===== src/rtl/core/cke_pkg.sv =====
// shared types, constants and helpers of the canonical k-mer sketch extractor
package cke_pkg;

  localparam int HK_W        = 5;
  localparam int SUBK_W      = 2;
  localparam int RL_W        = 5;
  localparam int DIM_W       = 13;
  localparam int QUAL_W      = 8;
  localparam int CB_W        = 6;
  localparam int BYTE_W      = 8;
  localparam int TIDX_W      = 12;
  localparam int TVAL_W      = 12;
  localparam int WIN_W       = 64;
  localparam int RUN_W       = 6;
  localparam int KEY_W       = 64;
  localparam int HALF_W      = 32;
  localparam int CFG_IDX_W   = 3;
  localparam int CFG_DATA_W  = 13;
  localparam int QUEUE_DEPTH = 4;
  localparam int MAX_HALF_K  = 16;

  localparam int DEF_MAX_HALF_SUBK = 3;
  localparam int DEF_TABLE_DEPTH   = 4096;

  localparam logic [BYTE_W-1:0] CH_HEADER = 8'h3e;
  localparam logic [BYTE_W-1:0] CH_LF     = 8'h0a;
  localparam logic [BYTE_W-1:0] CH_CR     = 8'h0d;

  localparam logic [RUN_W-1:0] RUN_MAX = '1;

  typedef enum logic [CFG_IDX_W-1:0] {
    REG_HALF_K         = 3'd0,
    REG_HALF_SUBK      = 3'd1,
    REG_REDUCE_LEVEL   = 3'd2,
    REG_DIM_FLOOR      = 3'd3,
    REG_DIM_END        = 3'd4,
    REG_MIN_QUALITY    = 3'd5,
    REG_COMPONENT_BITS = 3'd6
  } cfg_reg_t;

  typedef struct packed {
    logic [HK_W-1:0]   half_k;
    logic [SUBK_W-1:0] half_subk;
    logic [RL_W-1:0]   reduce_level;
    logic [DIM_W-1:0]  dim_floor;
    logic [DIM_W-1:0]  dim_end;
    logic [QUAL_W-1:0] min_quality;
    logic [CB_W-1:0]   component_bits;
  } cfg_t;

  localparam cfg_t CFG_RESET = '{
    half_k:         5'd10,
    half_subk:      2'd3,
    reduce_level:   5'd3,
    dim_floor:      13'd0,
    dim_end:        13'd4096,
    min_quality:    8'd0,
    component_bits: 6'd0
  };

  typedef struct packed {
    logic              is_write;
    logic [WIN_W-1:0]  fwd;
    logic [WIN_W-1:0]  rev;
    logic [HK_W-1:0]   hk;
    logic [TIDX_W-1:0] tidx;
    logic [TVAL_W-1:0] tval;
  } q_entry_t;

  typedef struct packed {
    logic ok;
    logic [1:0] code;
  } base_t;

  function automatic base_t base_code(input logic [BYTE_W-1:0] ch);
    base_t r;
    r = '{ok: 1'b1, code: 2'd0};
    case (ch)
      8'h41, 8'h61: r.code = 2'd0;
      8'h43, 8'h63: r.code = 2'd1;
      8'h47, 8'h67: r.code = 2'd2;
      8'h54, 8'h74: r.code = 2'd3;
      default:      r.ok = 1'b0;
    endcase
    return r;
  endfunction

endpackage


===== src/rtl/core/cke_queue.sv =====
// short queue between the front end and the back end
module cke_queue (
  input  logic              clk,
  input  logic              rst,
  input  logic              push,
  input  cke_pkg::q_entry_t push_entry,
  output logic              full,
  input  logic              pop,
  output logic              not_empty,
  output cke_pkg::q_entry_t head
);
  import cke_pkg::*;

  localparam int PTR_W = $clog2(QUEUE_DEPTH);

  q_entry_t         slots [QUEUE_DEPTH];
  logic [PTR_W-1:0] wr_ptr, rd_ptr;
  logic [PTR_W:0]   count;

  assign full      = count == (PTR_W+1)'(QUEUE_DEPTH);
  assign not_empty = count != '0;
  assign head      = slots[rd_ptr];

  always_ff @(posedge clk) begin
    if (push) begin
      slots[wr_ptr] <= push_entry;
    end
  end

  always_ff @(posedge clk) begin
    if (rst) begin
      wr_ptr <= '0;
      rd_ptr <= '0;
      count  <= '0;
    end else begin
      if (push) begin
        wr_ptr <= wr_ptr + PTR_W'(1);
      end
      if (pop) begin
        rd_ptr <= rd_ptr + PTR_W'(1);
      end
      count <= count + (PTR_W+1)'(push) - (PTR_W+1)'(pop);
    end
  end

endmodule


===== config.mk =====
export PLATFORM = sky130hd
export DESIGN_NAME = cke_queue
export DESIGN_NICKNAME = d
export VERILOG_FILES = /design/src/rtl/core/cke_pkg.sv /design/src/rtl/core/cke_queue.sv
export SDC_FILE = /design/constraint.sdc
export NUM_CORES = 1
export LEC_CHECK = 0
export BUFFER_PORTS_ARGS = -buffer_cell sky130_fd_sc_hd__buf_2
export CAP_MARGIN = 20
export CORE_MARGIN = 1
export CORE_UTILIZATION = 45
export CTS_BUF_LIST = sky130_fd_sc_hd__clkbuf_4
export CTS_CLUSTER_DIAMETER = 200
export DETAILED_ROUTE_END_ITERATION = 6
export GPL_TIMING_DRIVEN = 0
export PLACE_DENSITY_LB_ADDON = 0.12
export SKIP_CTS_REPAIR_TIMING = 1
export SKIP_LAST_GASP = 1
export SLEW_MARGIN = 20
export SYNTH_ARGS = -nofsm -noshare
export SYNTH_HDL_FRONTEND = slang
export SYNTH_SLANG_ARGS = --single-unit
export TNS_END_PERCENT = 5

===== constraint.sdc =====
create_clock -name clk -period 13.9 [get_ports clk]
set_input_delay 0.695 -clock clk [delete_from_list [all_inputs] [get_ports clk]]
set_output_delay 0.695 -clock clk [all_outputs]
set_load 0.01 [all_outputs]

* Word level (Yosys, flattened, before mapping)
Memories as Yosys holds them, arrays and structs flattened. A register that Yosys moved wholly into a read port is not among the register bits.
Cells that the tools add are included.
** Word-level totals
- Logic and storage cells :: 14
- Output and inout port bits :: 160
- Bits in registers :: 7
- Memories kept :: 1
- Input bits :: 162
- RAM bits :: 632
** Memory list
- slots :: depth 4, bits a word 158, read ports 1, clocked after Yosys merged registers in 1, wr ports 1, line cke_queue.sv:16 : q_entry_t slots [QUEUE_DEPTH];
** Operators by class
- Add/sub/neg operators :: 4
- Eq/ne operators :: 1
- Reductions and logical operators :: 1
- Mux-type cells :: 4
** Operators by type and width (number)
- 2-bit by 1-bit adder with 2-bit output (second input constant) :: 2
- 2-bit two-way mux :: 2
- 3-bit by 1-bit adder with 3-bit output :: 1
- 3-bit equality test (second input constant) :: 1
- 3-bit nonzero test :: 1
- 3-bit by 1-bit subtractor with 3-bit output :: 1
- 1-bit two-way mux :: 2

* Logic depth before layout (Yosys ltp)
- Depth after elaboration :: 3
- Gate-level depth with buffers :: 7

* Worst setup path before layout
OpenSTA, ideal clock, no wires.
- Path kind :: in2reg
- Start point :: in push
- End point :: mem slots[0][0] in the netlist's numbering, enable pin
- Path slack :: 9.067 ns
- Required time :: 13.364 ns
- Data arrival time :: 4.297 ns
- Buffers on the path :: 0
- Setup time :: 0.536 ns
- Cell stages on the path :: 1
- Cells stage by stage :: and2_1
** Between the ends
- Cells in the longest elaborated chain, start to end :: 2
** RTL lines
- start: declaration :: line cke_queue.sv:5 : input logic push,
- 1-bit two-way mux :: line cke_queue.sv:25 : if (push) begin
- 1-bit two-way mux (not written as such) :: line cke_queue.sv:26 : slots[wr_ptr] <= push_entry;
- end: declaration :: line cke_queue.sv:16
Every way passes these cells.

==> flow_metrics.env <==
export IMPL_status="finished, final reports clean"
export IMPL_power_per_cell_area_mw_per_mm2=143.0
export IMPL_grt_setup_unrepaired="no"
export IMPL_wl_met1_mm=19.69
export IMPL_post_route_period_util_pct=26.20
export IMPL_dieArea_mm2=0.05269
export IMPL_cts_buffers=162
export IMPL_p_leak_nw=10.39
export IMPL_wl_per_cell_um=20.50
export IMPL_cts_num_sinks=641
export IMPL_ios=322
export IMPL_grt_pass1_wl_mm=70.18
export IMPL_h_tree_depth=4
export IMPL_wirelength_mm=47.52
export IMPL_synth_top_cell_by_area="edfxtp_1"
export IMPL_start_kind="register"
export IMPL_drv_cap=0
export IMPL_drt_pass1_iter_count=4
export IMPL_yosys_warnings=0
export IMPL_hold_path_class="in -> reg"
export IMPL_drv_slew=0
export IMPL_antenna_found_initial=3
export IMPL_cp_data_arrival_time_ns=2.95
export IMPL_critPathKind="reg -> out"
export IMPL_die_y_um=229.5
export IMPL_clk_latency_ns=0.93
export IMPL_worst_slew_pin_slew_ns=0.6774
export IMPL_drive_above_1_share_pct=47.89
export IMPL_synth_seq_cells=641
export IMPL_final_cell_mix="632 x edfxtp_1, 338 x buf_2, 237 x clkbuf_4"
export IMPL_route_met3_wl_mm=3.301
export IMPL_grt_max_degree=45
export IMPL_synth_area_top_cells="edfxtp_1 81%, mux4_2 15%, dfxtp_1 0.77%, buf_8 0.71%, buf_2 0.37%"
export IMPL_gp_congestion=0.7100
export IMPL_crit_required_ns=13.20
export IMPL_clk_pin_slew_ns=0.06
export IMPL_max_freq_mhz=274.6
export IMPL_final_setup_viol_count=0
export IMPL_syn_avg_cell_area_um2=26.84
export IMPL_grtUsageTotal_pct=18.32
export IMPL_cts_tree="yes"
export IMPL_final_area_mm2=0.02976
export IMPL_ant_nets=0
export IMPL_fin_worst_skew_ns=0.02892
export IMPL_io_buffers=321
export IMPL_die_width_um=229.5
export IMPL_clk_path_buf_depth=3
export IMPL_viasPerCell=4.976
export IMPL_drtIter0Drc=591
export IMPL_yosysTopAreaCellShare_pct=81.46
export IMPL_row_count=83
export IMPL_fin_nets=1696
export IMPL_rrSetupSlack_ns=11.69
export IMPL_overflow=0
export IMPL_final_min_clock_period_ns=3.642
export IMPL_clockRootBuffer="clkbuf_4"
export IMPL_hold_viol=0
export IMPL_via_count=11530
export IMPL_grt_pass1_vias=11760
export IMPL_vdd_drop_max_v=0.00009665
export IMPL_dp_hpwl_mm=28.93
export IMPL_syn_inst=868
export IMPL_met2_length_mm=23.76
export IMPL_synth_nets=1037
export IMPL_final_common_cell="edfxtp_1"
export IMPL_synth_cell_types=22
export IMPL_dpl_cell_area_mm2=0.02612
export IMPL_area_growth_pct=27.73
export IMPL_core_area_mm2=0.05120
export IMPL_syn_area_mm2=0.02330
export IMPL_drc=0
export IMPL_tns_ns=0
export IMPL_relSlewSlack_pct=54.84
export IMPL_top_layer="met5"
export IMPL_synth_seq_area_share_pct=82.23
export IMPL_crit_path_max_fanout=10
export IMPL_crit_path_end_kind="output port"
export IMPL_start_util_pct=45.51
==> final timing paths <==
kind / from / to / cells past startpoint
max: register / head[57] / 5
min: push / wr_ptr[0] / 3
max reg2reg: wr_ptr[0] / slots[3][140] / 5
min reg2reg: rd_ptr[1] / register / 2
==> cells in the mapped netlist <==
| cell type | n |
|---|---|
| ha_1 | 6 |
| nor2_1 | 5 |
| xor3_1 | 1 |
| dfxtp_1 | 9 |
| buf_8 | 11 |
| clkbuf_1 | 1 |
| edfxtp_1 | 632 |
| buf_2 | 17 |
| nand3b_1 | 1 |
| buf_4 | 3 |
| fa_1 | 1 |
| nor2b_1 | 2 |
| inv_1 | 6 |
| mux4_2 | 158 |
| mux2i_1 | 1 |
| and3_1 | 1 |
| buf_6 | 4 |
| xnor2_1 | 2 |
| or3_1 | 1 |
| a21bo_2 | 1 |
| and2_1 | 4 |
| a21oi_1 | 1 |
==> area by class of cell <==
| class | count | area (um2) |
|---|---|---|
| Clock inverter | 35 | 250.2 |
| Sequential cell | 641 | 19160 |
| Antenna cell | 3 | 7.507 |
| Fill cell | 3896 | 21440 |
| Timing Repair Buffer | 495 | 3563 |
| Multi-Input combinational cell | 185 | 3806 |
| Buffer | 36 | 321.6 |
| Tap cell | 680 | 850.8 |
| Clock buffer | 237 | 1779 |
| Inverter | 6 | 22.52 |
==> flip-flops by register name, indices dropped and copies added, names as in the netlist, named ones only <==
register / flops
rd_ptr: 2
wr_ptr: 2
slots: 632
count: 3
==> routing by layer <==
layer | vias up | GRT usage (%)
met5 | - | 0
met1 | 5919 | 22.59
met2 | 348 | 28.95
met3 | 51 | 7.358
met4 | 2 | 7.271
li1 | 5214 | -
==> per-stage QoR <==
| step | power, mW | setup slack [ns] | std cells | hold slack (ns) | util (%) |
|---|---|---|---|---|---|
| 4_1_cts | 4.290 | 9.962 | 2155 | -0.2301 | 54.98 |
| 3_3_place_gp | 2.724 | 5.692 | 1869 | 0.5255 | 50.31 |
| 6_report | 4.257 | 10.26 | 2318 | 0.1572 | 58.13 |
| 2_1_floorplan | 2.533 | 9.067 | 868 | 0.4918 | - |
| 3_5_place_dp | 2.719 | 11.10 | 1883 | 0.5341 | 51.02 |
| 5_1_grt | 4.455 | 9.976 | 2317 | 0.05532 | 58.12 |
==> cell families (layout without fill, tap and decap cells) <==
family                     after synthesis  count (layout)  share of synthesized area (%)
AOI/OAI and AO/OA                        2               2                        0.06442
xor gates and xnor gates                 3               3                         0.1772
adders and majority gates                7               7                         0.4081
buffers and inverters                   42             809                          1.477
DFF                                    641             641                          82.23
muxes                                  159             159                          15.32
other                                    0               3                              0
and+or+nand+nor                         14              14                         0.3276
==> critical path, cell delays in order, from the launching register on <==
cell,delay (ns)
dfxtp_1,0.30
clkbuf_1,0.34
buf_2,0.45
buf_2,0.36
mux4_2,0.37
buf_2,0.17
==> report_power, final <==
group / leakage, nW / switching, mW / internal (mW)
Combinational: 3.30 / 0.236 / 0.227
Sequential: 5.88 / 0.0188 / 2.22
Clock: 1.21 / 0.705 / 0.849
(Power assumes the default switching activity.)
