<file path="src/rtl/core/cke_pkg.sv">
// shared types, constants and helpers of the canonical k-mer sketch extractor
package cke_pkg;

  localparam int HK_W        = 5;
  localparam int SUBK_W      = 2;
  localparam int RL_W        = 5;
  localparam int DIM_W       = 13;
  localparam int QUAL_W      = 8;
  localparam int CB_W        = 6;
  localparam int BYTE_W      = 8;
  localparam int TIDX_W      = 12;
  localparam int TVAL_W      = 12;
  localparam int WIN_W       = 64;
  localparam int RUN_W       = 6;
  localparam int KEY_W       = 64;
  localparam int HALF_W      = 32;
  localparam int CFG_IDX_W   = 3;
  localparam int CFG_DATA_W  = 13;
  localparam int QUEUE_DEPTH = 4;
  localparam int MAX_HALF_K  = 16;

  localparam int DEF_MAX_HALF_SUBK = 3;
  localparam int DEF_TABLE_DEPTH   = 4096;

  localparam logic [BYTE_W-1:0] CH_HEADER = 8'h3e;
  localparam logic [BYTE_W-1:0] CH_LF     = 8'h0a;
  localparam logic [BYTE_W-1:0] CH_CR     = 8'h0d;

  localparam logic [RUN_W-1:0] RUN_MAX = '1;

  typedef enum logic [CFG_IDX_W-1:0] {
    REG_HALF_K         = 3'd0,
    REG_HALF_SUBK      = 3'd1,
    REG_REDUCE_LEVEL   = 3'd2,
    REG_DIM_FLOOR      = 3'd3,
    REG_DIM_END        = 3'd4,
    REG_MIN_QUALITY    = 3'd5,
    REG_COMPONENT_BITS = 3'd6
  } cfg_reg_t;

  typedef struct packed {
    logic [HK_W-1:0]   half_k;
    logic [SUBK_W-1:0] half_subk;
    logic [RL_W-1:0]   reduce_level;
    logic [DIM_W-1:0]  dim_floor;
    logic [DIM_W-1:0]  dim_end;
    logic [QUAL_W-1:0] min_quality;
    logic [CB_W-1:0]   component_bits;
  } cfg_t;

  localparam cfg_t CFG_RESET = '{
    half_k:         5'd10,
    half_subk:      2'd3,
    reduce_level:   5'd3,
    dim_floor:      13'd0,
    dim_end:        13'd4096,
    min_quality:    8'd0,
    component_bits: 6'd0
  };

  typedef struct packed {
    logic              is_write;
    logic [WIN_W-1:0]  fwd;
    logic [WIN_W-1:0]  rev;
    logic [HK_W-1:0]   hk;
    logic [TIDX_W-1:0] tidx;
    logic [TVAL_W-1:0] tval;
  } q_entry_t;

  typedef struct packed {
    logic ok;
    logic [1:0] code;
  } base_t;

  function automatic base_t base_code(input logic [BYTE_W-1:0] ch);
    base_t r;
    r = '{ok: 1'b1, code: 2'd0};
    case (ch)
      8'h41, 8'h61: r.code = 2'd0;
      8'h43, 8'h63: r.code = 2'd1;
      8'h47, 8'h67: r.code = 2'd2;
      8'h54, 8'h74: r.code = 2'd3;
      default:      r.ok = 1'b0;
    endcase
    return r;
  endfunction

endpackage

</file>
<file path="src/rtl/core/cke_front.sv">
// front end: byte classification, run counting and rolling k-mer windows
module cke_front (
  input  logic                         clk,
  input  logic                         rst,
  input  cke_pkg::cfg_t                cfg,
  input  logic                         in_valid,
  output logic                         in_stall,
  input  logic                         action,
  input  logic [cke_pkg::BYTE_W-1:0]   seq_byte,
  input  logic [cke_pkg::QUAL_W-1:0]   quality,
  input  logic                         read_start,
  input  logic [cke_pkg::TIDX_W-1:0]   table_index,
  input  logic [cke_pkg::TVAL_W-1:0]   table_value,
  input  logic                         q_full,
  output logic                         push,
  output cke_pkg::q_entry_t            entry
);
  import cke_pkg::*;

  logic [WIN_W-1:0] fwd, fwd_next;
  logic [WIN_W-1:0] rev, rev_next;
  logic [RUN_W-1:0] base_run, base_run_next;
  logic             in_header, in_header_next;

  logic             accept;
  logic [HK_W-1:0]  hk;
  logic [6:0]       hk4;
  logic [WIN_W-1:0] mask;
  logic [RUN_W-1:0] run_start, run_inc;
  base_t            base;

  assign accept   = in_valid && !q_full;
  assign in_stall = q_full;
  assign base     = base_code(seq_byte);

  always_comb begin
    if (cfg.half_k == '0) begin
      hk = HK_W'(1);
    end else if (cfg.half_k > HK_W'(MAX_HALF_K)) begin
      hk = HK_W'(MAX_HALF_K);
    end else begin
      hk = cfg.half_k;
    end
    hk4 = {hk, 2'b00};
    for (int i = 0; i < WIN_W; i++) begin
      mask[i] = 7'(i) < hk4;
    end
  end

  always_comb begin
    fwd_next       = fwd;
    rev_next       = rev;
    base_run_next  = base_run;
    in_header_next = in_header;
    push           = 1'b0;
    run_start      = read_start ? RUN_W'(1) : base_run;
    run_inc        = (run_start < RUN_MAX) ? run_start + RUN_W'(1) : run_start;
    if (accept) begin
      if (action) begin
        push = 1'b1;
      end else if (in_header) begin
        base_run_next = run_start;
        if (seq_byte == CH_LF) begin
          in_header_next = 1'b0;
        end
      end else if (seq_byte == CH_LF || seq_byte == CH_CR) begin
        base_run_next = run_start;
      end else if (seq_byte == CH_HEADER) begin
        in_header_next = 1'b1;
        base_run_next  = RUN_W'(1);
      end else if (!base.ok || quality < cfg.min_quality) begin
        base_run_next = RUN_W'(1);
      end else begin
        fwd_next      = ((fwd << 2) | WIN_W'(base.code)) & mask;
        rev_next      = ((rev >> 2) + (WIN_W'(base.code ^ 2'd3) << (hk4 - 7'd2))) & mask;
        base_run_next = run_inc;
        push          = run_inc > {hk, 1'b0};
      end
    end
  end

  always_comb begin
    entry.is_write = action;
    entry.fwd      = fwd_next;
    entry.rev      = rev_next;
    entry.hk       = hk;
    entry.tidx     = table_index;
    entry.tval     = table_value;
  end

  always_ff @(posedge clk) begin
    if (rst) begin
      fwd       <= '0;
      rev       <= '0;
      base_run  <= RUN_W'(1);
      in_header <= 1'b0;
    end else begin
      fwd       <= fwd_next;
      rev       <= rev_next;
      base_run  <= base_run_next;
      in_header <= in_header_next;
    end
  end

endmodule

</file>
<file path="config.mk">
export PLATFORM = sky130hd
export DESIGN_NAME = cke_front
export DESIGN_NICKNAME = d
export VERILOG_FILES = /design/src/rtl/core/cke_pkg.sv /design/src/rtl/core/cke_front.sv
export SDC_FILE = /design/constraint.sdc
export NUM_CORES = 1
export LEC_CHECK = 0
export BUFFER_PORTS_ARGS = -buffer_cell sky130_fd_sc_hd__buf_2
export CAP_MARGIN = 0
export CORE_UTILIZATION = 50
export DETAILED_ROUTE_END_ITERATION = 8
export PLACE_DENSITY = 0.74
export SYNTH_ARGS = -nofsm -noshare
export SYNTH_HDL_FRONTEND = slang
export SYNTH_SLANG_ARGS = --single-unit
</file>
<file path="constraint.sdc">
create_clock -name clk -period 13.9 [get_ports clk]
set_input_delay 4.17 -clock clk [delete_from_list [all_inputs] [get_ports clk]]
set_output_delay 4.17 -clock clk [all_outputs]
set_load 0.02 [all_outputs]
</file>
* After elaboration in Yosys (flattened, before gate mapping) *
Index checks and enable logic that the tools add are counted.

storage, ports and cells
  flip-flop bits (word level) = 135
  bits of input ports = 98
  output and inout bits = 160
  logic and storage cells = 135

operators by class
  add/sub/neg operators = 3
  magnitude comparators = 68
  eq/ne operators = 11
  shift-type cells = 1
  mux-type cells = 32
  bitwise logic cells = 5
  reduce and logical (&&, ||, !) cells = 11

operators with widths
  cell                                                                 number
  64-bit two-way mux                                                   12
  6-bit by 7-bit < comparator with 1-bit output, first input constant  32
  64-bit bitwise AND                                                   2
  5-bit by 7-bit < comparator with 1-bit output, first input constant  16
  62-bit by 64-bit adder with 64-bit output                            1
  8-bit by 7-bit == test with 1-bit output, second input constant      8
  64-bit by 2-bit OR with 64-bit output                                1
  2-bit by 7-bit left shift with 64-bit output                         1
  4-bit by 7-bit < comparator with 1-bit output, first input constant  8
  6-bit two-way mux                                                    6
  3-bit by 7-bit < comparator with 1-bit output, first input constant  4
  8-bit by 4-bit == test with 1-bit output, second input constant      2
  1-bit by 7-bit < comparator with 1-bit output, first input constant  2
  2-bit by 7-bit < comparator with 1-bit output, first input constant  2
  1-bit two-way mux                                                    11
  5-bit two-way mux                                                    2
  8-bit by 6-bit == test with 1-bit output, second input constant      1
  8-bit < comparator                                                   1
  8-bit OR reduction                                                   1
  7-bit by 2-bit subtractor with 7-bit output, second input constant   1
  6-bit by 1-bit adder with 6-bit output, second input constant        1
  6-bit greater-than comparator                                        1
  6-bit < comparator, second input constant                            1
  2-bit case mux with 3 select lines                                   1
  9 further kinds                                                      13

* Depth between registers and ports, before layout *
Gate-level depths: netlist of the first run.

  depth in word-level cells = 13
  mapped depth = 21
  mapped depth without buffers = 19

* Worst setup path after synthesis of the first run *
No wires, ideal clock.

  kind = input -> output
  start = input port cfg[49] (netlist name)
  end = output port entry[71] (netlist name)
  arrival = 8435 ps
  data required time = 9730 ps
  slack = 1295 ps
  stages = 19
  buffers on the path = 2
  path through = clkbuf_1 nor3_1 nor2_1 nor2_1 inv_1 ha_1 or2_2 nand3b_1 nor2_1 ha_1 clkbuf_2 nand4_2 or4_1 or2_0 o221a_2 o21ai_2 nand2_1 or4_4 nand3_1

RTL lines
  element      line             RTL
  from (decl)  cke_front.sv:5   input cke_pkg::cfg_t cfg,
  to (decl)    cke_front.sv:16  output cke_pkg::q_entry_t entry

==> results of run 1 <==
[per-stage QoR]
stage	std cells	instance area [µm²]	total power, mW	util, %
after floorplan	1303	9470	0.452	-
after global placement	1610	10100	0.462	55.4
after detailed placement	1610	10100	0.463	55.4
after CTS	1642	10800	0.956	58.9
after global routing	1642	10800	0.980	58.9
final	1643	10800	0.952	58.9
[worst paths after layout]
check                                  to  slack, ps  depth (start not counted)
worst max-delay path            entry[87]        550                         21
worst min-delay path              fwd[63]        470                          2
worst max register to register    rev[62]      10690                         10
worst min register to register    fwd[63]        470                          2
[power breakdown]
part / internal (mW) / total, mW / switching (mW)
registers: 0.387 / 0.387 / 0.000412
clock network: 0.297 / 0.496 / 0.200
logic: 0.0205 / 0.0683 / 0.0478
[state kept, by name (all words and copies together) (netlist names)]
register	count
fwd	64
rev	64
base_run	6
in_header	1
[kinds of logic (layout without fill, tap and decap cells)]
| group | Yosys count | count (layout) | synth area share, % |
|---|---|---|---|
| AO/OA/AOI/OAI | 325 | 325 | 21.8 |
| XOR/XNOR | 48 | 48 | 4.44 |
| adder cells (fa/ha/maj) | 45 | 45 | 6.02 |
| buffers and inverters | 137 | 247 | 7.61 |
| flip-flops | 135 | 135 | 28.5 |
| multiplexers | 8 | 8 | 0.872 |
| other | 0 | 1 | 0 |
| AND/OR/NAND/NOR | 605 | 605 | 30.7 |
[placed cells by master, fill, tap and decap left out, types with 20 or more instances in the layout]
cell	Yosys	routed
nand2_1	248	247
buf_2	22	169
dfxtp_1	135	135
a21oi_1	128	128
nand3_1	97	97
nor2_1	83	82
nor2b_1	57	57
o21ai_0	51	51
ha_1	44	44
inv_1	31	31
xnor2_1	27	27
a22o_1	24	24
xor2_1	21	21
o31ai_1	21	21
a31oi_1	20	20
[critical path, delay by kind of cell]
family,cells,cell delay (ps)
AOI/OAI and AO/OA,5,1510
buffers and inverters,3,540
adders and majority gates,3,840
and+or+nand+nor,10,2100
[routing by layer]
metal	global-route usage, %	routed length (µm)
met5	0	0
met4	10.8	744
met3	7.85	2290
met2	45.1	12400
met1	36.7	12300
[layout make-up]
cell class                 instances  area [µm²]
fill                            1778        7500
multi-input combinational       1031        6060
sequential                       135        2700
timing repair buffer             183         951
clock buffer                      18         439
tap                              229         287
clock inverter                    14         201
inverter                          32         120
antenna                            1        2.50
==> impl_summary.txt, run 1 <==
----------------------------------------------------
[Run status]
  Run status ... finished, final reports clean

[Clock tree]
  CTS tree ... done
  Later-pin clock latency in the skew report ... between 400 and 500 ps
  Root buf cell ... clkbuf_16
  Post-CTS Repair Setup Buffers ... 0
  Clock tree buffer depth ... 2
  Number of buffers added to fix hold violations after cts ... 0
  Clock sink count ... around 140
  Htree depth ... 4
  CTS buffer count ... 17
  Number of instances resized during post-cts repair ... 0
  Clock-pin transition on the worst setup and hold timing paths ... roughly 70 ps

[Min path]
  Kind of path behind the tightest hold check ... reg -> reg
  Hold wc startpoint ... fwd[63]

[Logic synthesis]
  Netlist Area Pre-Place ... between 9000 and 10000 µm²
  Synthesized area per cell ... about 7.3 µm²
  Gate count after technology mapping ... 1303
  Yosys warning count ... 0
  Dominant cell by count in the synthesized netlist ... nand2_1
  Post-synthesis async set-or-reset flop share ... 0%
  Unique masters post-synth ... about 80
  Post-synth top cells ... 248 x nand2_1, 135 x dfxtp_1, 128 x a21oi_1, 97 x nand3_1, 83 x nor2_1
  Most area-consuming cells after synthesis ... dfxtp_1 29%, nand2_1 9.8%, a21oi_1 6.8%, ha_1 5.8%, nand3_1 5.1%
  Number of enable flip-flop cells after synthesis ... 0
  Flop and latch count out of synthesis ... between 100 and 150
  Register area share after synthesis ... between 20% and 30%
  Portion of synthesized cell area occupied by the leading cell type ... 28.5%
  Syn Nets ... approximately 1400
  Cell taking the most area after synthesis ... dfxtp_1
  Dominant register cell in the synthesized netlist ... dfxtp_1

[Global route]
  Overflow left after global routing ... 0
  Vias in the first global route ... between 8000 and 9000
  Maximum number of pins on one net before global-route repair ... 100
  Wire length of the first global-routing pass ... around 44000 µm
  Antenna violations before repair ... 0
  Global router's overall resource usage ... 28.4%

[Timing]
  Minimum clock period after layout ... between 10000 and 15000 ps
  Fraction of the cycle the final worst path needs ... between 90% and 100%
  Least-Margin Pin Slew ... around 1000 ps
  Final Worst Setup Slack ... 554 ps
  Hold Worst Slack ... about 470 ps
  Headroom to the max-slew limit ... about a third
  Final number of hold-violating endpoints ... 0
  Setup_tns ... 0 ps
  Setup Viol. Count Final ... 0
  RSZ-0062 raised after global routing ... no
  Max-slew violation total from the final report ... 0
  Final clock skew ... ~16 ps
  Achievable Freq ... 0.0749 GHz

[Setup path]
  CP max stage cell ... or4_1
  Crit-path max FO ... 18
  Data arrival time of the critical path ... between 9000 and 10000 ps
  Crit path kind ... in -> out
  CP cell instances ... buf_2, nor3_1, nor2_1, nor2_1, inv_1, ha_1, nor2b_1, nor3_1, nand3_1, nor2_1, ha_1, fa_1, nand2_1, o21ai_0, a21boi_0, o21ai_1, a21oi_1, o21a_1, or4_1, nand3_1, buf_2
  Start of the worst register-to-register path ... rev[4]
  Launching element type of the critical path ... input port
  Beginning of the critical path ... cfg[49]
  Most frequent cell on the critical path ... nor2_1
  Type of destination of the critical path ... output pin
  Max incr delay on CP ... 440 ps
  Endpoint required time on the critical path ... around 9700 ps

[Pwr]
  Static Leak ... ~5.1 nW
  Areal power density over the cells ... between 80 and 90 nW/µm²
  Peak supply drop ... 0.0000803 V

[Finish]
  Total Nets Final ... 1543
  Share of post-route cells with drive strength above 1 ... roughly 17%
  Syn-to-layout area delta ... 13.7%

[Floorplan]
  Number of placed I/O pins ... ~260
  Std-Cell Core Area ... around 18000 µm²
  Die height ... 140 µm
  Die W ... approximately 140 µm
  Die Footprint ... between 15000 and 20000 µm²
  Initial Util ... about 52%
  Number of placement rows ... 49

[Placed design]
  Port Buffers ... 170
  HPWL after detailed placement ... 20500 µm
  Last weighted congestion value of the routability-driven placer ... about 0.95
  Setup slack at placement ... between 600 and 700 ps

[Drt]
  Post-Route WL ... approximately 28000 µm
  Pre-antenna DRT Iters ... 5
  1st-iter DRT viols ... 845
  Post-detailed-route via-to-cell ratio ... a little under 6
  Post-route ant nets ... 0
  Number of remaining DRC errors ... 0
  Average detailed-routed wire length per instance ... 16.9 µm
  Via count ... slightly below 10000

[Run]
  Max-cap violations ... 0

----------------------------------------------------
Power figures use the tool's default switching activity.
==> run 2, diff against run 1 <==
Settings changed: BUFFER_PORTS_ARGS -buffer_cell sky130_fd_sc_hd__buf_2 to -buffer_cell sky130_fd_sc_hd__buf_4, PLACE_DENSITY 0.74 to 0.83.
Clock period 13.9 ns to 13.83 ns, I/O delays scaled along.
==> run 2 against run 1 <==
Against the previous run: via count is 1.4% higher; critical endpoint is now entry[79]; largest cell class unchanged; clock power fell by 6.7%; setup slack gained 91 ps; critical path depth down 2; final cell count shrank 0.24%; highest routed layer unchanged; combinational power increased by 5.9%; power is 2.8% lower; die area unchanged; clock skew decreased by 4.0 ps; sequential cell count did not move; routed wire length grew 1.6%; clock-buffer cell count is the same.
==> impl_summary.txt, run 2 (synthesis gave the netlist of run 1 again) <==
----------------------------------------------------
[Finish]
  Most used cells in the layout excluding fill and tap cells ... 247 x nand2_1, 180 x buf_4, 135 x dfxtp_1
  Util after Layout ... 60.8% (+1.9 points)
  Biggest registers after layout ... fwd x64, rev x64, base_run x6
  Count of filler cells inserted in the layout ... 1689 (-5.0%)
  Leading cell type in the layout, fill and taps excluded ... nand2_1
  Total Nets Final ... 1540 (-0.19%)
  Antenna cell count ... 0 (-1)
  Syn-to-layout area delta ... 17.3%
  Number of cells in the finished layout apart from fillers ... 1639 (-0.24%)
  Share of post-route cells with drive strength above 1 ... 16.7% (-0.18 points)

[Timing]
  Final Worst Setup Slack ... 645 ps (+90.6 ps)
  Minimum clock period after layout ... roughly 13000 ps
  Final number of hold-violating endpoints ... 0 (unchanged)
  Setup Viol. Count Final ... 0 (unchanged)
  RSZ-0062 raised after global routing ... no
  Fraction of the cycle the final worst path needs ... 95.3%
  Final clock skew ... 12.5 ps (-3.98 ps)
  Achievable Freq ... 0.0758 GHz
  Setup_tns ... 0 ps (unchanged)
  Max-slew violation total from the final report ... 0 (unchanged)
  Least-Margin Pin Slew ... 1200 ps (+177 ps)
  Hold Worst Slack ... 473 ps (+4.29 ps)
  Headroom to the max-slew limit ... 20.0% (-12 points)

[Pwr]
  Relative contribution of sequential cells to total power ... 42.1% (+1.4 points)
  Power share of the combinational group ... 7.8% (+0.6 points)
  Static Leak ... 5.07 nW (-0.68%)
  Clock group share of total power ... 50.1% (-2.0 points)
  Pint ... 0.673 mW (-4.4%)
  Peak supply drop ... 0.0000768 V (-4.3%)
  Areal power density over the cells ... 83.2 nW/µm² (-5.9%)
  Switching portion of total power ... 27.2% (+1.2 points)
  Net load switching power ... 0.251 mW (+1.5%)

[Drt]
  Post-route ant nets ... 0 (unchanged)
  Pre-antenna DRT Iters ... 6 (+1)
  1st-iter DRT viols ... 871 (+3.1%)
  Via count ... 9878 (+1.4%)
  Average detailed-routed wire length per instance ... 17.2 µm (+1.8%)
  Post-detailed-route via-to-cell ratio ... 6.03 (+1.7%)
  Post-Route WL ... 28300 µm (+1.6%)
  Number of remaining DRC errors ... 0 (unchanged)

[Global route]
  Vias in the first global route ... 9064 (+2.1%)
  Wire length of the first global-routing pass ... 45300 µm (+2.2%)
  Global router's overall resource usage ... 29.0% (+0.52 points)
  Antenna violations before repair ... 0 (unchanged)
  Maximum number of pins on one net before global-route repair ... 110 (+10%)
  Overflow left after global routing ... 0 (unchanged)

[Clock tree]
  CTS tree ... done
  Later-pin clock latency in the skew report ... 440 ps (about the same)
  Clock sink count ... 135 (unchanged)
  CTS buffer count ... 17 (unchanged)
  Number of instances resized during post-cts repair ... 0 (unchanged)
  Htree depth ... 4 (unchanged)
  Clock tree buffer depth ... 2 (unchanged)
  Post-CTS Repair Setup Buffers ... 0 (unchanged)
  Number of buffers added to fix hold violations after cts ... 0 (unchanged)
  Root buf cell ... clkbuf_16
  Clock-pin transition on the worst setup and hold timing paths ... 70 ps (about the same)

[Setup path]
  FF-to-FF path depth ... 10 (unchanged)
  Capture point of the worst reg-to-reg path ... rev[48]
  Crit path kind ... in -> out
  Crit-path max FO ... 18 (unchanged)
  Type of destination of the critical path ... output pin
  Data arrival time of the critical path ... 9040 ps (-140 ps)
  Start of the worst register-to-register path ... rev[4]
  Minimum setup slack among reg-to-reg paths ... 10590 ps (-100 ps)
  Endpoint required time on the critical path ... 9680 ps (-50 ps)
  Launching element type of the critical path ... input port

[Placed design]
  Last weighted congestion value of the routability-driven placer ... 0.932 (-1.9%)
  Setup slack at placement ... 827 ps (+149 ps)
  Port Buffers ... 170 (unchanged)
  HPWL after detailed placement ... 20800 µm (+1.1%)
  Number of instances in the placed design ... 1607 (-0.19%)

[Floorplan]
  Die Footprint ... 19500 µm² (unchanged)
  Number of placement rows ... 49 (unchanged)
  Number of placed I/O pins ... 258 (unchanged)
  Die height ... 140 µm (unchanged)
  Die W ... 140 µm (unchanged)
  Std-Cell Core Area ... 18300 µm² (unchanged)
  Initial Util ... 51.8% (unchanged)

[Run status]
  Run status ... finished, final reports clean

[Min path]
  Hold wc startpoint ... fwd[63]
  Worst Hold Path Cells ... 2 (unchanged)
  Kind of path behind the tightest hold check ... reg -> reg
  End of the worst hold path ... fwd[63]

[Run]
  Max-cap violations ... 0 (unchanged)

----------------------------------------------------
run 2: cell type report:
class | count | area (µm²) | area share, %
well taps | 229 | 287 | 2.58
repair buffers | 180 | 1350 | 12.2
inverters | 32 | 120 | 1.08
clock buffers | 18 | 439 | 3.95
flip-flops and latches | 135 | 2700 | 24.3
clock inverters | 14 | 150 | 1.35
multi-input cells | 1031 | 6060 | 54.6
run 2: metrics by stage:
stage                     power (mW)  area, µm²
final                          0.925      11100
after global routing           0.952      11100
after CTS                      0.929      11100
after detailed placement       0.469      10500
after global placement         0.467      10500
after floorplan                0.454       9470
run 2: critical path, stage by stage:
cell      delay [ps]
buf_4            170
nor3_1           200
nor2_1            60
nor2_1           280
inv_1            180
ha_1             390
or2_2            400
nand3b_1         310
nor2_1           250
ha_1             320
a21oi_1          350
o21ai_0          160
a31oi_1          530
o221ai_1         380
a31oi_1          370
nand3b_4         200
or3_1            120
nand3_1           70
buf_4            160
run 2: power by group through the flow:
| stage | Clock, mW | Sequential, mW | Combinational, mW |
|---|---|---|---|
| after floorplan | 0 | 0.398 | 0.0563 |
| after global placement | 0 | 0.398 | 0.0689 |
| after detailed placement | 0 | 0.398 | 0.0707 |
| after CTS | 0.468 | 0.389 | 0.0709 |
| after global routing | 0.484 | 0.389 | 0.0782 |
| final | 0.463 | 0.389 | 0.0723 |
run 2: layer usage:
metal	global-route usage (%)	share of wire [%]	up-vias
met5	0	0	-
met1	36.3	42	4621
met3	8.84	9.0	58
li1	-	-	4789
met4	10.8	2.6	0
met2	46.7	46	410
run 2: how the worst max path moves through the flow:
stage,from,end,slack (ps),cells past startpoint
CTS,cfg[49],entry[79],790,19
global route,cfg[49],entry[91],300,19
floorplan,cfg[49],entry[71],1270,19
detailed placement,cfg[49],entry[79],830,19
global placement,cfg[49],entry[79],880,19
finish,cfg[49],entry[79],640,19
